==> src/med3x3_pkg.sv <==
// ----------------------------------------------------------------------------
// med3x3_pkg: shared types, constants and compare helpers
// Pixel layout, configuration codes and the small sorting functions used by
// the window lanes and the output merge of the 3x3 RGB median filter.
// ----------------------------------------------------------------------------
package med3x3_pkg;

  // Geometry limits
  localparam int MAX_WIDTH_DEF = 2048;
  localparam int MAX_HEIGHT    = 4096;

  // Channel and counter widths
  localparam int CH_W     = 8;
  localparam int NCH      = 3;
  localparam int PIX_W    = NCH * CH_W;
  localparam int LW_REG_W = 12;
  localparam int FH_REG_W = 13;
  localparam int ROW_W    = 12;

  // Configuration port
  localparam int CFG_IDX_W  = 2;
  localparam int CFG_DATA_W = 13;
  localparam logic [CFG_IDX_W-1:0] CFG_LINE_WIDTH   = 2'd0;
  localparam logic [CFG_IDX_W-1:0] CFG_FRAME_HEIGHT = 2'd1;

  localparam logic [LW_REG_W-1:0] LINE_WIDTH_RST   = 12'd640;
  localparam logic [FH_REG_W-1:0] FRAME_HEIGHT_RST = 13'd480;

  typedef logic [CH_W-1:0] chan_t;

  // Blue sits in the low byte
  typedef struct packed {
    chan_t red;
    chan_t green;
    chan_t blue;
  } pix_t;

  // Column-major window: [0..2] oldest column, [6..8] newest column
  typedef pix_t [8:0] win_t;

  // Sorted triple
  typedef struct packed {
    chan_t hi;
    chan_t md;
    chan_t lo;
  } trio_t;

  typedef struct packed {
    logic                  valid;
    logic [CFG_IDX_W-1:0]  index;
    logic [CFG_DATA_W-1:0] data;
  } cfg_wr_t;

  typedef struct packed {
    logic valid;
    logic last;
  } stg_ctl_t;

  function automatic chan_t min2(input chan_t a, input chan_t b);
    return (a < b) ? a : b;
  endfunction

  function automatic chan_t max2(input chan_t a, input chan_t b);
    return (a < b) ? b : a;
  endfunction

  function automatic chan_t min3(input chan_t a, input chan_t b, input chan_t c);
    return min2(min2(a, b), c);
  endfunction

  function automatic chan_t max3(input chan_t a, input chan_t b, input chan_t c);
    return max2(max2(a, b), c);
  endfunction

  function automatic chan_t med3(input chan_t a, input chan_t b, input chan_t c);
    return max2(min2(a, b), min2(max2(a, b), c));
  endfunction

  // Three compare-exchange steps
  function automatic trio_t sort3(input chan_t a, input chan_t b, input chan_t c);
    chan_t lo1;
    chan_t hi1;
    chan_t t;
    trio_t r;
    lo1  = min2(a, b);
    hi1  = max2(a, b);
    r.lo = min2(lo1, c);
    t    = max2(lo1, c);
    r.md = min2(hi1, t);
    r.hi = max2(hi1, t);
    return r;
  endfunction

endpackage

==> src/med3x3_lane.sv <==
// ----------------------------------------------------------------------------
// med3x3_lane: per-channel window reduction
// Sorts the three window columns, then reduces them to the max of the lows,
// the median of the middles and the min of the highs. Two register stages.
// ----------------------------------------------------------------------------
module med3x3_lane
  import med3x3_pkg::*;
(
  input  logic        clk,
  input  logic        en_a,
  input  logic        en_b,
  input  chan_t [8:0] taps,   // column-major, three taps per column
  output trio_t       trio
);

  trio_t srt_r [3];
  trio_t trio_r;

  // Stage A: sort each column
  always_ff @(posedge clk) begin
    if (en_a) begin
      for (int c = 0; c < 3; c++) begin
        srt_r[c] <= sort3(taps[3*c], taps[3*c+1], taps[3*c+2]);
      end
    end
  end

  // Stage B: cross-column reduction
  always_ff @(posedge clk) begin
    if (en_b) begin
      trio_r.lo <= max3(srt_r[0].lo, srt_r[1].lo, srt_r[2].lo);
      trio_r.md <= med3(srt_r[0].md, srt_r[1].md, srt_r[2].md);
      trio_r.hi <= min3(srt_r[0].hi, srt_r[1].hi, srt_r[2].hi);
    end
  end

  assign trio = trio_r;

endmodule

==> config.mk <==
export PLATFORM = sky130hd
export DESIGN_NAME = med3x3_lane
export DESIGN_NICKNAME = d
export VERILOG_FILES = /design/src/med3x3_pkg.sv /design/src/med3x3_lane.sv
export SDC_FILE = /design/constraint.sdc
export NUM_CORES = 1
export LEC_CHECK = 0
export CAP_MARGIN = 20
export CORE_UTILIZATION = 63
export CTS_CLUSTER_DIAMETER = 80
export DETAILED_ROUTE_END_ITERATION = 10
export DONT_BUFFER_PORTS = 1
export PLACE_DENSITY = 0.78
export SETUP_SLACK_MARGIN = 0.05
export SLEW_MARGIN = 20
export SYNTH_ARGS = -nofsm -noshare
export SYNTH_HDL_FRONTEND = slang
export SYNTH_SLANG_ARGS = --single-unit
==> constraint.sdc <==
create_clock -name clk -period 6.4 [get_ports clk]
set_input_delay 0.64 -clock clk [delete_from_list [all_inputs] [get_ports clk]]
set_output_delay 0.64 -clock clk [all_outputs]
set_load 0.05 [all_outputs]
==> impl_metrics.sql, run 1 <==
INSERT INTO impl_metrics (metric_group, metric, value, unit) VALUES
('place', 'io_buffer_count', '0', ''),
('timing', 'hold_slack', '0.395', 'ns'),
('status', 'outcome', 'complete, no violations', ''),
('grt', 'grt_use_met2', '0.515', ''),
('power', 'power.share.switching', '0.418', ''),
('floorplan', 'design.core.area', '12600', 'um2'),
('synthesis', 'yosys.area.top_type_share', '0.353', ''),
('grt', 'grt_util_all_layers', '0.292', ''),
('grt', 'grt_remaining_overflow', '0', ''),
('timing', 'slew-limit-headroom', '0.483', ''),
('synthesis', 'post_synth_xor_area_fraction', '0', ''),
('synthesis', 'syn_area', '8180', 'um2'),
('run', 'timing.max_cap.violations', '0', ''),
('cells_and_area', 'final_common_cell', 'inv_1', ''),
('cells_and_area', 'layout_common_cells', 'inv_1, ha_1, edfxtp_1', ''),
('clock_tree', 'worst_skew_pair.late_latency', '0.36', 'ns'),
('synthesis', 'yosys-top-cells-area', 'edfxtp_1, ha_1, mux2i_1', ''),
('clock_tree', 'ctsRootBufferMaster', 'clkbuf_16', ''),
('timing', 'min_period', '5.87', 'ns'),
('cells_and_area', 'final_cell_area', '8780', 'um2'),
('power', 'leakage', '0.00415', 'uW'),
('grt', 'grt-busiest-layer', 'met2', ''),
('grt', 'use_met1', '0.356', ''),
('route', 'number_of_drc_violations_after_detailed_routing_iteration_0', '425', ''),
('timing', 'max_freq', '0.170', 'GHz'),
('synthesis', 'synth_top_family_by_area', 'multiplexers', ''),
('synthesis', 'ys_seq_area_frac', '0.353', ''),
('timing', 'slew_violations', '0', ''),
('route', 'via_count', '5999', ''),
('power', 'finalPower', '3720', 'uW'),
('grt', 'initial_antenna_violation_count', '0', ''),
('clock_tree', 'post-cts-setup-buffer-count', '0', ''),
('power', 'portion_of_total_power_attributed_to_the_clock_network', '0.177', ''),
('floorplan', 'fp.dieArea', '13400', 'um2'),
('synthesis', 'count_of_distinct_cell_types_in_the_synthesized_netlist', '51', ''),
('timing', 'rsz0062_at_grt', 'false', ''),
('place', 'detailedPlacementHpwl', '14700', 'um'),
('route', 'avgViaCountPerCell', '6.00', ''),
('timing', 'part_of_the_cycle_the_worst_path_needs', '0.917', ''),
('power', 'total_switching_power', '1560', 'uW'),
('synthesis', 'post_synth_edffs', '96', ''),
('synthesis', 'synth_compound_gate_area_share', '0.136', ''),
('setup_path', 'worst_setup_path_end_kind', 'register', ''),
('floorplan', 'die_width', '116', 'um'),
('cells_and_area', 'area_growth', '7.41', '%'),
('power', 'comb_power_share', '0.471', ''),
('synthesis', 'synth_ff_type', 'edfxtp_1', ''),
('clock_tree', 'ctsLongestPathBuffers', '2', ''),
('synthesis', 'post_synthesis_cell_type_with_the_largest_combined_area', 'edfxtp_1', ''),
('synthesis', 'synth_async_reset_ratio', '0', ''),
('route', 'drc', '0', ''),
('clock_tree', 'cts_h_tree_depth', '3', ''),
('synthesis', 'synthesis.area_per_instance', '9.97', 'um2'),
('setup_path', 'critical_path_class', 'in -> reg', ''),
('grt', 'grt_pass1_wl', '29500', 'um'),
('synthesis', 'yosys-mux-area-fraction', '0.190', ''),
('grt', 'grt_pass1_vias', '6009', ''),
('place', 'numPlacedInstances', '984', ''),
('setup_path', 'start_kind', 'primary input', ''),
('place', 'finalWeightedCongestion', '0.939', ''),
('cells_and_area', 'layout.nets', '1010', ''),
('place', 'dpl_cell_area', '8410', 'um2'),
('power', 'ir_drop', '237', 'uV'),
('timing', 'final-hold-violation-count', '0', ''),
('timing', 'clock_skew', '0.00940', 'ns'),
('synthesis', 'synthAdderAreaFrac', '0.171', ''),
('clock_tree', 'clk_pin_slew_worst_paths', '0.07', 'ns'),
('cells_and_area', 'finish.cell_count_without_fillers', '1000', ''),
('route', 'final_antenna_net_count', '0', ''),
('synthesis', 'synthesis.instances', '820', ''),
('cells_and_area', 'num_antenna_cells', '0', '');
## layer usage
metal	share of wire	wire [um]
met2	0.50	9270
met5	0	0
met3	0.052	958
met4	0.011	205
met1	0.44	8100
## power by group through the flow
stage / logic, uW / clock network [uW] / registers, uW
after detailed placement: 1720 / 0 / 1320
after CTS: 1740 / 667 / 1310
after global placement: 1640 / 0 / 1320
after floorplan: 1360 / 0 / 1280
final: 1750 / 661 / 1310
after global routing: 1960 / 693 / 1330
## kinds of logic after synthesis
logic type | Yosys count
compound gates | 179
fa+ha+maj | 112
buf+inv | 139
flops | 96
mux | 147
simple gates | 147
## worst max-delay path, stage by stage
cell       delay (ns)
inv_1            0.02
ha_1             0.29
a21o_1           0.18
a21o_1           0.17
a21oi_1          0.15
o21ai_1          0.08
a21o_1           0.33
mux2_2           0.35
ha_1             0.30
nor2b_1          0.14
a2111oi_0        0.38
o21ai_0          0.22
a31oi_2          0.51
mux2i_1          0.35
ha_1             0.30
a21oi_1          0.15
nor2b_1          0.06
o21ai_0          0.22
nand2_1          0.08
nor2_1           0.08
o21ai_0          0.08
o31a_1           0.28
mux2_4           0.31
a221o_1          0.29
## flip-flops by register name, summed over array words and instances, names as in the netlist
register and cells:
srt_r 72, trio 24
## cell usage after synthesis, types with 2 or more instances
cell type and count:
a2111oi_0 5, a211oi_1 4, a21o_1 26, a21oi_1 46, a221o_1 2, a31oi_1 2
and4_1 4, buf_2 7, buf_4 2, clkbuf_1 12, edfxtp_1 96, ha_1 112
inv_1 116, mux2_2 58, mux2i_1 87, nand2_1 61, nand2b_1 10, nand3_1 7
nand4_1 9, nor2_1 35, nor2b_1 6, nor3_1 4, nor4_1 3, nor4b_1 2
o211ai_1 4, o21a_1 10, o21ai_0 61, o21ai_1 2, o21ai_2 3, o22ai_1 3
## repair_timing
item | in CTS | in global routing
hold buffers | 0 | 0
gates resized for setup | 0 | 1
endpoints found under the setup margin | 0 | 1
## final timing paths
kind                                             start               endpoint  slack, ns  depth (start not counted)
worst min-delay path                              en_b      trio[2]$_DFFE_PP_       0.39                          0
worst max-delay path                          taps[12]  srt_r[0][8]$_DFFE_PP_       0.53                         24
worst min register to register  srt_r[0][65]$_DFFE_PP_     trio[17]$_DFFE_PP_       0.59                          1
worst max register to register   srt_r[0][9]$_DFFE_PP_      trio[8]$_DFFE_PP_       0.54                         22
## final cells by class
cell class / instances / area (um2)
clock inverter: 7 / 141
fill: 948 / 3840
inverter: 116 / 435
clock buffer: 9 / 225
tap: 172 / 215
sequential: 96 / 2880
timing repair buffer: 15 / 113
multi-input combinational: 585 / 4770
## stage by stage
step | setup slack (ns) | util
after CTS | 0.212 | 0.695
after detailed placement | 0.230 | 0.666
after floorplan | 0.450 | -
after global routing | 0.0563 | 0.696
final | 0.532 | 0.696
after global placement | 0.360 | 0.666
No activity file was read; power rests on OpenSTA's default activity.
==> run 2: changes to the inputs <==
--- a/config.mk
+++ b/config.mk
@@ -6,11 +6,12 @@
 export NUM_CORES = 1
 export LEC_CHECK = 0
 export CAP_MARGIN = 20
-export CORE_UTILIZATION = 63
+export CORE_UTILIZATION = 61
 export CTS_CLUSTER_DIAMETER = 80
 export DETAILED_ROUTE_END_ITERATION = 10
 export DONT_BUFFER_PORTS = 1
-export PLACE_DENSITY = 0.78
+export GPL_TIMING_DRIVEN = 0
+export PLACE_DENSITY = 0.76
 export SETUP_SLACK_MARGIN = 0.05
 export SLEW_MARGIN = 20
 export SYNTH_ARGS = -nofsm -noshare
==> run 2 against run 1 <==
Effect of this change:
- sequential power barely moved
- routed wire length grew 2.3%
- via count up 2.8%
- combinational power barely moved
==> impl_metrics.sql, run 2 (synthesis results as in run 1) <==
INSERT INTO impl_metrics (metric_group, metric, value, unit) VALUES
('status', 'outcome', 'complete, no violations', ''),
('route', 'routed_length_on_met2', '9310', 'um'),
('route', 'met1_routed_length', '8150', 'um'),
('setup_path', 'arrival', '6.23', 'ns'),
('clock_tree', 'cts_h_tree_depth', '3', ''),
('route', 'final_antenna_net_count', '0', ''),
('place', 'finalWeightedCongestion', '0.955', ''),
('cells_and_area', 'area_growth', '6.93', '%'),
('timing', 'clock_skew', '0.00689', 'ns'),
('setup_path', 'start_kind', 'primary input', ''),
('clock_tree', 'ctsRootBufferMaster', 'clkbuf_16', ''),
('timing', 'hold_slack', '0.411', 'ns'),
('timing', 'part_of_the_cycle_the_worst_path_needs', '0.948', ''),
('route', 'routed.top_layer', 'met4', ''),
('min_path', 'hold_path.class', 'in -> reg', ''),
('cells_and_area', 'largest_reg_flops', '72', ''),
('timing', 'slew-limit-headroom', '0.510', ''),
('cells_and_area', 'layout.nets', '1019', ''),
('timing', 'rsz0062_at_grt', 'true', ''),
('timing', 'slew_violations', '0', ''),
('route', 'drc', '0', ''),
('route', 'number_of_drc_violations_after_detailed_routing_iteration_0', '537', ''),
('clock_tree', 'numCtsBuffers', '9', ''),
('floorplan', 'die_width', '118', 'um'),
('cells_and_area', 'layout_common_cells', 'inv_1, ha_1, edfxtp_1', ''),
('floorplan', 'starting_density_of_the_core', '0.638', ''),
('power', 'pwr_density_cell', '417', 'nW/um2'),
('timing', 'final-hold-violation-count', '0', ''),
('setup_path', 'r2r-end', 'trio[10]$_DFFE_PP_', ''),
('setup_path', 'critPathMaxFanout', '10', ''),
('grt', 'grt_pass1_vias', '6371', ''),
('cells_and_area', 'layout-drive-gt1-share', '0.122', ''),
('power', 'ir_drop', '279', 'uV'),
('min_path', 'hold_path_startpoint', 'en_b', ''),
('clock_tree', 'clock-sinks', '96', ''),
('cells_and_area', 'num_antenna_cells', '0', ''),
('clock_tree', 'ctsLongestPathBuffers', '2', ''),
('clock_tree', 'worst_skew_pair.late_latency', '0.34', 'ns'),
('timing', 'max_freq', '0.165', 'GHz'),
('cells_and_area', 'final_common_cell', 'inv_1', ''),
('route', 'avgViaCountPerCell', '6.12', ''),
('floorplan', 'fp.dieArea', '13900', 'um2'),
('setup_path', 'crit_path_top_delay_cell', 'buf_2', ''),
('timing', 'worst_slew_pin_slew', '0.717', 'ns'),
('clock_tree', 'clk_pin_slew_worst_paths', '0.06', 'ns'),
('setup_path', 'worst_path_dominant_cell_family', 'compound AO/OA/AOI/OAI gates', ''),
('grt', 'grt_remaining_overflow', '0', ''),
('floorplan', 'row_count', '41', ''),
('setup_path', 'ff2ff_setup_slack', '0.67', 'ns'),
('setup_path', 'worst-path-buf-inv', '4', ''),
('route', 'routed_wire_length_per_instance', '18.8', 'um'),
('floorplan', 'die_height', '118', 'um'),
('floorplan', 'design.core.area', '12800', 'um2'),
('route', 'via_count', '6164', ''),
('grt', 'grt_util_all_layers', '0.283', ''),
('clock_tree', 'cts_tree', 'yes', ''),
('route', 'routed_wirelength', '19000', 'um'),
('clock_tree', 'postCtsHoldBufs', '0', ''),
('timing', 'min_period', '6.06', 'ns'),
('power', 'finalPower', '3650', 'uW'),
('cells_and_area', 'registers.top_by_ff_count', 'srt_r', ''),
('route', 'route.met3.wl', '1120', 'um'),
('min_path', 'whs_endpoint', 'trio[1]$_DFFE_PP_', ''),
('grt', 'initial_antenna_violation_count', '0', ''),
('place', 'io_buffer_count', '0', ''),
('route', 'drt_pre_antenna_iters', '5', ''),
('grt', 'grt_pass1_wl', '31100', 'um'),
('setup_path', 'timing.rr.start', 'srt_r[0][15]$_DFFE_PP_', ''),
('floorplan', 'top_level_ports', '99', ''),
('power', 'leakage', '0.00412', 'uW'),
('run', 'timing.max_cap.violations', '0', ''),
('setup_path', 'worst_setup_path_end_kind', 'register', ''),
('min_path', 'hold_depth', '0', ''),
('grt', 'pin_count_of_the_biggest_net_entering_global_routing', '73', ''),
('place', 'detailedPlacementHpwl', '14900', 'um'),
('setup_path', 'critical_path_required', '6.57', 'ns'),
('timing', 'setup_viol_count_final', '0', ''),
('setup_path', 'timing.reg2reg.worst_path_depth', '24', ''),
('setup_path', 'crit_path_max_incr_delay', '0.36', 'ns'),
('setup_path', 'crit_path_frequent_cell', 'a21o_1', ''),
('setup_path', 'critical_path_class', 'in -> reg', '');
## run 2: routing by layer
layer | vias to the layer above | GRT usage
li1 | 3010 | -
met1 | 2923 | 0.352
met2 | 198 | 0.491
met3 | 33 | 0.0620
met4 | 0 | 0.0849
met5 | - | 0
## run 2: worst max-delay path by stage
stage	start	endpoint	slack [ns]	depth (start not counted)
2_1_floorplan	taps[12]	srt_r[0][8]$_DFFE_PP_	0.45	26
3_3_place_gp	taps[33]	srt_r[0][41]$_DFFE_PP_	-0.22	25
3_5_place_dp	taps[33]	srt_r[0][40]$_DFFE_PP_	-0.38	25
4_1_cts	taps[12]	srt_r[0][8]$_DFFE_PP_	0.06	26
5_1_grt	taps[12]	srt_r[0][8]$_DFFE_PP_	-0.004	26
6_report	taps[33]	srt_r[0][40]$_DFFE_PP_	0.34	25
## run 2: cell type report
type	count	area [um2]
multi-input combinational	585	4780
clock buffer	12	236
timing repair buffer	1	7.51
inverter	116	435
fill	1015	4080
sequential	96	2880
tap	172	215
clock inverter	3	67.6
buffer	23	118
## run 2: what timing repair did
| action | in CTS | in global routing |
|---|---|---|
| setup endpoints to repair | 10 | 51 |
| buffers inserted | 0 | 1 |
| gates resized for setup | 1 | 22 |
| pin swaps | 0 | 1 |
## run 2: metrics by stage
step / TNS (ns) / instance area (um2) / std cells / setup WS [ns] / utilization
after floorplan: 0 / 8180 / 820 / 0.450 / -
after global placement: -2.22 / 8390 / 992 / -0.220 / 0.654
after detailed placement: -6.78 / 8390 / 992 / -0.382 / 0.654
after CTS: 0 / 8700 / 1007 / 0.0563 / 0.678
after global routing: -0.00394 / 8740 / 1008 / -0.00394 / 0.682
final: 0 / 8740 / 1008 / 0.336 / 0.682
## run 2: power breakdown
| part | switching [uW] | total [uW] | internal [uW] |
|---|---|---|---|
| combinational | 996 | 1770 | 778 |
| clock | 218 | 559 | 341 |
| sequential | 340 | 1310 | 973 |
